==> config.mk <==
export PLATFORM = sky130hd
export DESIGN_NAME = edw_ram
export DESIGN_NICKNAME = d
export VERILOG_FILES = /design/src/rtl/edw_ram.sv
export SDC_FILE = /design/constraint.sdc
export NUM_CORES = 1
export LEC_CHECK = 0
export BUFFER_PORTS_ARGS = -buffer_cell sky130_fd_sc_hd__buf_2
export CAP_MARGIN = 20
export CORE_MARGIN = 2
export CORE_UTILIZATION = 35
export CTS_BUF_LIST = sky130_fd_sc_hd__clkbuf_4 sky130_fd_sc_hd__clkbuf_8 sky130_fd_sc_hd__clkbuf_16
export CTS_CLUSTER_SIZE = 24
export DETAILED_ROUTE_END_ITERATION = 7
export PLACE_DENSITY = 0.53
export SYNTH_ARGS = -nofsm -noshare
export SYNTH_HDL_FRONTEND = slang
export SYNTH_SLANG_ARGS = --single-unit
export TNS_END_PERCENT = 5
==> constraint.sdc <==
create_clock -name i_clk -period 1.9 [get_ports i_clk]
set_input_delay 0.38 -clock i_clk [delete_from_list [all_inputs] [get_ports i_clk]]
set_output_delay 0.38 -clock i_clk [all_outputs]
set_load 0.01 [all_outputs]
==> src/rtl/edw_ram.sv <==
// Generic simple dual-port RAM with one write port and a registered read port.
// No dependencies.
module edw_ram #(
    parameter int WIDTH = 8,
    parameter int DEPTH = 16
) (
    input  logic                     i_clk,
    input  logic                     i_we,
    input  logic [$clog2(DEPTH)-1:0] i_waddr,
    input  logic [WIDTH-1:0]         i_wdata,
    input  logic                     i_re,
    input  logic [$clog2(DEPTH)-1:0] i_raddr,
    output logic [WIDTH-1:0]         o_rdata
);

    logic [WIDTH-1:0] r_mem [DEPTH];
    logic [WIDTH-1:0] r_rdata;

    // Write port and registered read port.
    always_ff @(posedge i_clk) begin
        if (i_we) begin
            r_mem[i_waddr] <= i_wdata;
        end
        if (i_re) begin
            r_rdata <= r_mem[i_raddr];
        end
    end

    assign o_rdata = r_rdata;

endmodule

==> metrics.md, run 1 <==
| Metric | Value |
|---|---|
| Final Setup Violations | 0 |
| Max clock buf depth | 2 |
| Clock power share | 0.427 |
| R2r endpoint | o_rdata[2]$_DFFE_PP_ |
| Nets | 308 |
| #FFs+latches synth | 136 |
| Antenna viol nets, final | 0 |
| Root Driver | clkbuf_16 |
| Leading area contributor after synthesis | edfxtp_1 |
| DR pass1 iterations | 5 |
| Power Dens Cells | 1046 nW/µm² |
| Post-Place Setup Slack | -144.8 ps |
| Worst EP required | 2050 ps |
| Initial core utilization | 0.3583 |
| CTS resizes | 0 |
| Switch share | 0.2043 |
| H-tree depth | 4 |
| Initial antenna violation count | 0 |
| Syn nets | 248 |
| Avg Cell Area, Syn | 22.83 µm² |
| Kind of end point of the critical path | register |
| Fin crit period | 1566 ps |
| Core area | 14,590 µm² |
| Fmax | 0.6385 GHz |
| Worst r2r src | r_mem[9][2]$_DFFE_PP_ |
| Crit path DAT | 1710 ps |
| CP Max Fanout | 12 |
| Syn Std Cell Area | 5228 µm² |
| Synth Warn # | 0 |
| Layout cells sized above 1 | 0.3278 |
| Residual DRC count | 0 |
| Post-synth cell types | 18 |
| Top-area cell type share of the netlist area | 0.7812 |
| Hold depth | 1 |
| Reg2reg path depth | 3 |
| Top cells by area, synth | edfxtp_1 78%, mux4_2 7.8%, mux4_1 7.0%, a22oi_1 2.3%, nor2_1 0.93% |
| Pleak | 0.002114 µW |
| Detailed Route WL | 10.87 mm |
| Final Max Slew Viols | 0 |
| Vias in the first global route | 2,639 |
| All-layer global routing usage | 0.1492 |
| Setup ws final | 333.9 ps |
| Peak supply drop | 572.6 µV |
| Outcome | complete, no violations |
| Post-route setup TNS | 0 ps |
| Hold-fix buffers, CTS | 0 |
| Most frequent cell after synthesis | edfxtp_1 |
| Post-DR wirelength/cell | 22.37 µm |
| DR vias/cell | 5.058 |
| Min-Delay Path Class | input port to register |
| FP Rows | 44 |
| Sink of the worst hold path | o_rdata[3]$_DFFE_PP_ |
| DP HPWL | 7.042 mm |
| Top FF cell, synth | edfxtp_1 |
| Final Skew | 7.329 ps |
| Worst Setup Path Type | input port to register |
| First-pass GRT wire length | 16.55 mm |
| Worst-Margin Slew | 358.4 ps |
| Setup bufs post-CTS | 0 |
| FF-to-FF setup slack | 380 ps |
| Fin Hold WS | 345.3 ps |
| Post-Syn Instances | 229 |
| Vert. Die Dim | 126.2 µm |
| Largest net degree at the start of global routing | 20 |
| Inserted Clock Buffers | 17 |
| Combinational Power Share | 0.053 |
| Sequential cell area fraction in the yosys report | 0.7812 |
| Hold path start | i_re |
| Sw Pwr | 1335 µW |
| I/O pin count | 27 |
| Worst rel slew slack | 0.7611 |
| Clock latency at the later pin of the worst-skew pair | 410 ps |
| DR vias | 2,458 |
| CTS tree | done |
| Final core utilization | 0.4283 |
| # port buffers | 26 |
| Ant diodes | 0 |
| Post-route clock period utilization | 0.8243 |
| Max_cap viols | 0 |
| Die Outline Area | 15,930 µm² |
| RSZ-0062 raised after global routing | no |
| EDFF count, synth | 136 |
| Area Overhead vs Synth | 19.53% |
| Final Hold Viols | 0 |
| Die X-Extent | 126.2 µm |
| Internal power | 5200 µW |
| Clock transition at path regs | 60 ps |
| Asr flop ratio synth | 0 |
| Total grt overflow | 0 |
| TritonCTS Sinks | 136 |
| Routability cong. | 0.7356 |
| Detailed Route Iter0 Violations | 208 |
| Critical path startpoint category | input port |
| Final Non-Filler Cells | 486 |
| Placed cell count | 454 |
| Seq pwr share | 0.520 |
| Synth cell count leaders | 136 x edfxtp_1, 18 x mux4_2, 16 x a22oi_1 |
## placed cells by master (no fill, tap or decap)
| master | instances |
|---|---|
| a22oi_1 | 16 |
| and2_1 | 1 |
| and2b_1 | 1 |
| buf_12 | 4 |
| buf_2 | 26 |
| buf_4 | 21 |
| clkbuf_16 | 17 |
| clkbuf_4 | 3 |
| clkinv_1 | 3 |
| clkinv_2 | 7 |
| clkinvlp_4 | 2 |
| edfxtp_1 | 136 |
| mux4_1 | 14 |
| mux4_2 | 18 |
| nand2_1 | 9 |
| nand2b_1 | 2 |
| nand3_1 | 1 |
| nand3b_1 | 2 |
| nor2_1 | 13 |
| nor2b_1 | 1 |
| nor3_1 | 4 |
| or3b_2 | 1 |
## flip-flops by register name, summed over array words and instances (netlist names)
register	cells
r_mem	128
o_rdata	8
## power by group through the flow
stage | combinational, µW | sequential, µW | clock, µW
after floorplan | 171 | 3460 | 0
after global placement | 349 | 3460 | 0
after detailed placement | 352 | 3460 | 0
after CTS | 352 | 3400 | 2870
after global routing | 376 | 3400 | 2990
final | 344 | 3400 | 2790
## cell type report
cell class | count | area, µm²
Multi-Input combinational cell | 83 | 1057
Timing Repair Buffer | 51 | 367.9
Tap cell | 184 | 230.2
Clock buffer | 20 | 447.9
Sequential cell | 136 | 4084
Clock inverter | 12 | 61.31
Fill cell | 1268 | 8341
## logic make-up after synthesis
group                  Yosys count  share of synthesized area
flip-flops                     136                     0.7812
AND/OR/NAND/NOR                 35                    0.03136
multiplexers                    32                     0.1479
AO/OA/AOI/OAI                   16                    0.02298
buffers and inverters           10                    0.01651
## metal layers
metal,track usage,vias to the layer above,routed length [µm]
li1,-,1105,-
met1,0.2126,1279,5061
met2,0.2163,58,5141
met3,0.04163,16,491
met4,0.06399,0,176
met5,0,-,0
## critical path: stages
cell,delay (ps)
buf_2,140
buf_12,160
buf_4,130
mux4_2,540
a22oi_1,250
nand2_1,110
## worst max-delay path by stage
| stage | start | endpoint | slack, ps | depth (start not counted) |
|---|---|---|---|---|
| final | i_raddr[0] | o_rdata[7]$_DFFE_PP_ | 330 | 6 |
| after global routing | i_raddr[0] | o_rdata[7]$_DFFE_PP_ | 280 | 6 |
| after CTS | i_raddr[0] | o_rdata[7]$_DFFE_PP_ | 300 | 6 |
| after detailed placement | i_raddr[0] | o_rdata[7]$_DFFE_PP_ | -140 | 6 |
| after global placement | i_raddr[0] | o_rdata[7]$_DFFE_PP_ | -130 | 6 |
| after floorplan | i_waddr[2] | r_mem[0][0]$_DFFE_PP_ | 30 | 2 |
## metrics by stage
step | cell area, µm² | power, µW
6_report | 6248 | 6534
5_1_grt | 6248 | 6765
3_3_place_gp | 5739 | 3808
2_1_floorplan | 5228 | 3634
4_1_cts | 6248 | 6617
3_5_place_dp | 5739 | 3813
(Power assumes the default switching activity.)
==> inputs of run 2 (changes only) <==
ABC_AREA = 1   (was unset)
PLACE_DENSITY = 0.51   (was 0.53)
clock period = 1.6 ns   (was 1.9 ns; I/O delays follow)
==> run 2 against run 1 <==
Effect of this change: clock power increased by 28%; setup slack got worse by 59 ps; critical path depth decreased by 5; register-to-register slack improved by 40 ps; sequential share of layout area decreased by 5.8 points; non-clock buffer count decreased by 1; critical path type is now register to output port; largest cell class unchanged; largest power group unchanged.
==> metrics.md, run 2 <==
| Metric | Value |
|---|---|
| Initial antenna violation count | 0 (unchanged) |
| Fin crit period | 1325 ps |
| Top cells by area, synth | edfxtp_1 70%, nand2_1 11%, nand3_1 8.3%, inv_1 6.4%, buf_6 1.2% |
| DR vias/cell | 4.540 (-10%) |
| Final Skew | 7.176 ps (-0.1526 ps) |
| Crit path max-delay family | flip-flops |
| Layout cells sized above 1 | 0.1346 (-0.1932) |
| All-layer global routing usage | 0.1625 (+0.01334) |
| Kind of end point of the critical path | output port |
| I/O pin count | 27 (unchanged) |
| #FFs+latches synth | 136 (unchanged) |
| Syn Std Cell Area | 5847 µm² (+12%) |
| Post-route setup TNS | 0 ps (unchanged) |
| Post-DR wirelength/cell | 16.57 µm (-26%) |
| Reg2reg path depth | 6 (+3) |
| Worst EP required | 1280 ps (-770 ps) |
| H-tree depth | 4 (unchanged) |
| Max clock buf depth | 2 (unchanged) |
| EDFF count, synth | 136 (unchanged) |
| DP HPWL | 8.424 mm (+20%) |
| Final core utilization | 0.4163 (-0.01204) |
| Final Max Slew Viols | 0 (unchanged) |
| Fmax | 0.7546 GHz |
| Most frequent cell after synthesis | nand2_1 |
| Critical Path Sink | o_rdata[4] |
| Slowest CP cell | edfxtp_1 |
| Synth Warn # | 0 (unchanged) |
| FF+latch area | 4084 µm² (unchanged) |
| Peak supply drop | 793.4 µV (+39%) |
| Clock latency at the later pin of the worst-skew pair | 420 ps (about the same) |
| Sequential cell area fraction in the yosys report | 0.6985 (-0.08275) |
| Nets | 615 (+100%) |
| Crit path DAT | 1010 ps (-700 ps) |
| Die X-Extent | 133.3 µm (+5.6%) |
| Vias in the first global route | 3,631 (+38%) |
| First-pass GRT wire length | 20.89 mm (+26%) |
| Final Setup Violations | 0 (unchanged) |
| Pleak | 0.002942 µW (+39%) |
| FF-to-FF setup slack | 420 ps (+40 ps) |
| Core area | 16,470 µm² (+13%) |
| Max_cap viols | 0 (unchanged) |
| Total grt overflow | 0 (unchanged) |
| Max reg flops | 128 (unchanged) |
| Die Outline Area | 17,760 µm² (+11%) |
| CTS resizes | 0 (unchanged) |
| WP depth | 1 (-5) |
| Top FF cell, synth | edfxtp_1 |
| Crit path cell chain | buf_2 |
| RSZ-0062 raised after global routing | no |
| Worst r2r src | r_mem[1][2]$_DFFE_PP_ |
| Setup crit start | o_rdata[4]$_DFFE_PP_ |
| Crit path largest cell delay | 420 ps (-120 ps) |
| Min-Delay Path Class | input port to register |
| Worst rel slew slack | 0.5824 (-0.1787) |
| Hold depth | 1 (unchanged) |
| Asr flop ratio synth | 0 (unchanged) |
| DR pass1 iterations | 5 (unchanged) |
| Largest net degree at the start of global routing | 33 (+65%) |
| DR vias | 3,764 (+53%) |
| Routability cong. | 0.7917 (+7.6%) |
| Multi-input logic area | 1214 µm² (+15%) |
| Final Hold Viols | 0 (unchanged) |
| Commonest cells after routing, fill and taps aside | 173 x nand2_1, 136 x edfxtp_1, 100 x inv_1, 97 x nand3_1, 26 x buf_2 |
| Avg Cell Area, Syn | 10.61 µm² (-54%) |
| Detailed Route WL | 13.74 mm (+26%) |
| Ant diodes | 0 (unchanged) |
| Clock transition at path regs | 60 ps (about the same) |
| Leading area contributor after synthesis | edfxtp_1 |
| Inserted Clock Buffers | 17 (unchanged) |
| Residual DRC count | 0 (unchanged) |
| Power Dens Cells | 1183 nW/µm² (+13%) |
| Post-synth cell types | 11 (-7) |
| Critical path startpoint category | register |
| Power Total | 8110 µW (+24%) |
| Worst-Margin Slew | 625.5 ps (+267.1 ps) |
| TritonCTS Sinks | 136 (unchanged) |
| Syn nets | 570 (+130%) |
| Outcome | complete, no violations |
| Setup bufs post-CTS | 0 (unchanged) |
| Buffer and inverter count on the worst path | 1 (-2) |
| Post-Syn Instances | 551 (+140%) |
| Root Driver | clkbuf_16 |
| CP Max Fanout | 1 (-11) |
| Area Overhead vs Synth | 17.23% |
| R2r endpoint | o_rdata[2]$_DFFE_PP_ |
| Worst Setup Path Type | register to output port |
| Vert. Die Dim | 133.3 µm (+5.6%) |
| Most common cell after layout, fill and taps aside | nand2_1 |
| FP Rows | 47 (+6.8%) |
| Biggest register | r_mem |
| Detailed Route Iter0 Violations | 357 (+72%) |
| # port buffers | 26 (unchanged) |
| Hold-fix buffers, CTS | 0 (unchanged) |
| Top-area cell type share of the netlist area | 0.6985 (-0.08275) |
| Filler cell count | 1,592 (+26%) |
| Post-route clock period utilization | 0.8283 |
| CTS tree | done |
| Antenna viol nets, final | 0 (unchanged) |
| Initial core utilization | 0.3551 (-0.003228) |
| Synth cell count leaders | 173 x nand2_1, 136 x edfxtp_1, 100 x inv_1 |
run 2: cell count changes in the layout (fill, tap and decap cells not counted), sizes merged, moves of 4 or more:
cell / change
nand2: +164
inv: +102
nand3: +96
mux4: -32
a22oi: -16
nor2: +4
nor3: -4
run 2: area by class of cell:
class / instances / area share
flip-flops and latches: 136 / 0.5958
multi-input cells: 289 / 0.1771
clock buffers: 21 / 0.06645
inverters: 102 / 0.05586
repair buffers: 50 / 0.05257
well taps: 220 / 0.04016
clock inverters: 11 / 0.01205
run 2: through the flow:
step / instances / instance area, µm² / worst slack (ps) / hold slack [ps]
finish: 829 / 6854 / 274.8 / 256.6
global route: 829 / 6854 / 259.9 / 254.9
CTS: 829 / 6854 / 265.9 / 243.5
detailed placement: 797 / 6316 / -24.72 / 688.4
global placement: 797 / 6316 / -10.03 / 687.0
floorplan: 551 / 5847 / 329.2 / 418.9
run 2: how the worst min path moves through the flow:
stage | from | slack [ps] | to
floorplan | i_wdata[0] | 420 | r_mem[0][0]$_DFFE_PP_
global placement | i_re | 690 | o_rdata[2]$_DFFE_PP_
detailed placement | i_re | 690 | o_rdata[2]$_DFFE_PP_
CTS | i_re | 240 | o_rdata[1]$_DFFE_PP_
global route | i_re | 250 | o_rdata[1]$_DFFE_PP_
finish | i_re | 260 | o_rdata[1]$_DFFE_PP_
run 2: cells by family after synthesis:
| logic type | Yosys count | share of synthesized area |
|---|---|---|
| flops | 136 | 0.6985 |
| simple gates | 289 | 0.2076 |
| buf+inv | 126 | 0.09394 |
run 2: power breakdown:
| group | leakage [µW] | internal (µW) | switching (µW) |
|---|---|---|---|
| sequential | 0.00124 | 4020 | 21.9 |
| combinational | 0.00144 | 153 | 357 |
| clock | 0.000269 | 2170 | 1390 |
| total | 0.00294 | 6340 | 1770 |
run 2: routing by layer:
metal | vias to the layer above | track usage | share of wire
met3 | 18 | 0.02968 | 0.035
li1 | 1870 | - | -
met1 | 1775 | 0.2172 | 0.47
met5 | - | 0 | 0
met4 | 0 | 0.07447 | 0.020
met2 | 101 | 0.2592 | 0.48
==> inputs of run 3 (changes only) <==
ABC_AREA = 0   (was 1)
PLACE_DENSITY = 0.53   (was 0.51)
clock period = 1.11 ns   (was 1.6 ns; I/O delays follow)
==> run 3 against run 2 <==
Effect of this change: the run now ends with setup timing left; final area shrank 6.0%; sequential power grew 44%; setup slack lost 600 ps; worst hold slack lost 48 ps; routed wire length shrank 24%; sequential share of layout area grew 3.8 points; first-iteration DRC count shrank 45%.
==> metrics.md, run 3 (synthesis gave the netlist of run 1 again) <==
| Metric | Value |
|---|---|
| Post-route clock period utilization | 1.289 |
| Ant diodes | 0 (unchanged) |
| Final Non-Filler Cells | 494 (-40%) |
| CP Max Fanout | 1 (unchanged) |
| Max_cap viols | 0 (unchanged) |
| Die X-Extent | 126.2 µm (-5.3%) |
| Core area | 14,590 µm² (-11%) |
| Most common cell after layout, fill and taps aside | edfxtp_1 |
| Final Skew | 7.454 ps (+0.2782 ps) |
| Final Setup Violations | 16 (+16) |
| WP depth | 3 (+2) |
| Power Total | 11,730 µW (+45%) |
| Routability cong. | 0.7203 (-9.0%) |
| Vias in the first global route | 2,617 (-28%) |
| Post-route setup TNS | -2582 ps (-2582 ps) |
| Outcome | finished, violations left |
| Clock transition at path regs | 60 ps (about the same) |
| Critical path startpoint category | register |
| Failing checks | setup timing |
| Final Max Slew Viols | 0 (unchanged) |
| Detailed Route WL | 10.47 mm (-24%) |
| Area Overhead vs Synth | 23.24% |
| Power Dens Cells | 1820 nW/µm² (+54%) |
| Setup bufs post-CTS | 0 (unchanged) |
| DR pass1 iterations | 4 (-1) |
| Crit path largest cell delay | 490 ps (+70 ps) |
| Initial core utilization | 0.3583 (+0.003228) |
| Post-Place Setup Slack | -732.8 ps (-708.1 ps) |
| DR vias/cell | 4.976 (+9.6%) |
| Max reg flops | 128 (unchanged) |
| Commonest cells after routing, fill and taps aside | 136 x edfxtp_1, 32 x mux4_2, 26 x buf_2, 24 x buf_4, 17 x clkbuf_16 |
| Critical Path Sink | o_rdata[4]$_DFFE_PP_ |
| Detailed Route Iter0 Violations | 195 (-45%) |
| Switch share | 0.1975 (-0.02098) |
| Worst EP required | 1260 ps (-20 ps) |
| Biggest register | r_mem |
| Final core utilization | 0.4416 (+0.02533) |
| Fmax | 0.6991 GHz |
| Sw Pwr | 2316 µW (+31%) |
| Vert. Die Dim | 126.2 µm (-5.3%) |
| Combinational Power Share | 0.056 (-0.007) |
| Max clock buf depth | 2 (unchanged) |
| I/O pin count | 27 (unchanged) |
| Crit path cell chain | mux4_2 > a22oi_2 > nand2_1 |
| All-layer global routing usage | 0.1431 (-0.01943) |
| Buffer and inverter count on the worst path | 0 (-1) |
| Layout cells sized above 1 | 0.4387 (+0.3041) |
| Clock power share | 0.448 (+0.009) |
| Seq pwr share | 0.496 (-0.002) |
| Residual DRC count | 0 (unchanged) |
| DR vias | 2,458 (-35%) |
| Reg2reg path depth | 3 (-3) |
| Setup ws final | -320.4 ps (-595.2 ps) |
| Total grt overflow | 0 (unchanged) |
| FP Rows | 44 (-6.4%) |
| Worst rel slew slack | 0.4237 (-0.1586) |
| Pleak | 0.002143 µW (-27%) |
| Crit path DAT | 1580 ps (+570 ps) |
| Hold-fix buffers, CTS | 0 (unchanged) |
| Clock latency at the later pin of the worst-skew pair | 410 ps (about the same) |
| Largest net degree at the start of global routing | 22 (-33%) |
| DP HPWL | 6.950 mm (-17%) |
| Kind of end point of the critical path | register |
| Nets | 316 (-49%) |
| Post-DR wirelength/cell | 21.19 µm (+28%) |
| First-pass GRT wire length | 16.22 mm (-22%) |
| Worst-Margin Slew | 861.2 ps (+235.7 ps) |
| Die Outline Area | 15,930 µm² (-10%) |
| Fin crit period | 1430 ps |
| Initial antenna violation count | 0 (unchanged) |
| Inserted Clock Buffers | 17 (unchanged) |
| Worst r2r src | r_mem[11][4]$_DFFE_PP_ |
| R2r endpoint | o_rdata[4]$_DFFE_PP_ |
| Filler cell count | 1,214 (-24%) |
| Placed cell count | 463 (-42%) |
| TritonCTS Sinks | 136 (unchanged) |
| CTS tree | done |
| Worst Setup Path Type | register to register |
| Min-Delay Path Class | input port to register |
| Slowest CP cell | mux4_2 |
| Crit path max-delay family | multiplexers |
| H-tree depth | 4 (unchanged) |
| # port buffers | 26 (unchanged) |
| Root Driver | clkbuf_16 |
| RSZ-0062 raised after global routing | yes |
| FF-to-FF setup slack | -320 ps (-740 ps) |
| Final Hold Viols | 0 (unchanged) |
| Peak supply drop | 1077 µV (+36%) |
| Setup crit start | r_mem[11][4]$_DFFE_PP_ |
| Antenna viol nets, final | 0 (unchanged) |
| Internal power | 9410 µW (+48%) |
## run 3: cell types whose count changed in the layout (fill, tap and decap cells not counted), sizes merged, moves of 2 or more
| cell | before | now |
|---|---|---|
| inv | 102 | 0 |
| nand3 | 97 | 1 |
| nand2 | 173 | 9 |
| nor3 | 0 | 4 |
| nand2b | 0 | 2 |
| a22oi | 0 | 16 |
| nor2 | 17 | 13 |
| mux4 | 0 | 32 |
| buf | 50 | 59 |
## run 3: final cells by class
type	count	area, µm²	share of cell area
tap	184	230.2	0.03574
multi-input combinational	83	1081	0.1678
clock buffer	20	447.9	0.06953
timing repair buffer	59	490.5	0.07613
sequential	136	4084	0.6339
clock inverter	12	108.9	0.01690
## run 3: how the worst min path moves through the flow
stage,from,endpoint,cells after the start
after floorplan,i_wdata[0],r_mem[0][0]$_DFFE_PP_,0
after global placement,i_re,o_rdata[6]$_DFFE_PP_,1
after detailed placement,i_re,o_rdata[0]$_DFFE_PP_,1
after CTS,i_re,o_rdata[1]$_DFFE_PP_,1
after global routing,i_re,o_rdata[1]$_DFFE_PP_,1
final,i_re,o_rdata[1]$_DFFE_PP_,1
## run 3: power by group through the flow
| stage | Combinational [µW] | Clock, µW | Sequential, µW |
|---|---|---|---|
| floorplan | 322 | 0 | 5930 |
| global placement | 635 | 0 | 5920 |
| detailed placement | 644 | 0 | 5920 |
| CTS | 666 | 5360 | 5820 |
| global route | 706 | 5600 | 5820 |
| finish | 651 | 5260 | 5820 |
## run 3: per-layer routing
metal	vias to the layer above	global-route usage	share of wire
met1	1288	0.1900	0.46
met4	0	0.04848	0.013
li1	1102	-	-
met2	57	0.2280	0.49
met3	11	0.04121	0.032
met5	-	0	0
## run 3: timing repair
item                                    in CTS  in global routing
endpoints found under the setup margin      16                 16
resized for setup                            9                  3
pin swaps                                    3                  2
hold endpoints to repair                     0                  0
gates cloned                                 0                  0
## run 3: per-stage QoR
stage / instance area [µm²] / hold slack [ps]
final: 6442 / 208.3
after global routing: 6442 / 194.7
after CTS: 6435 / 196.1
after detailed placement: 5842 / 629.7
after global placement: 5842 / 624.5
after floorplan: 5234 / 320.9
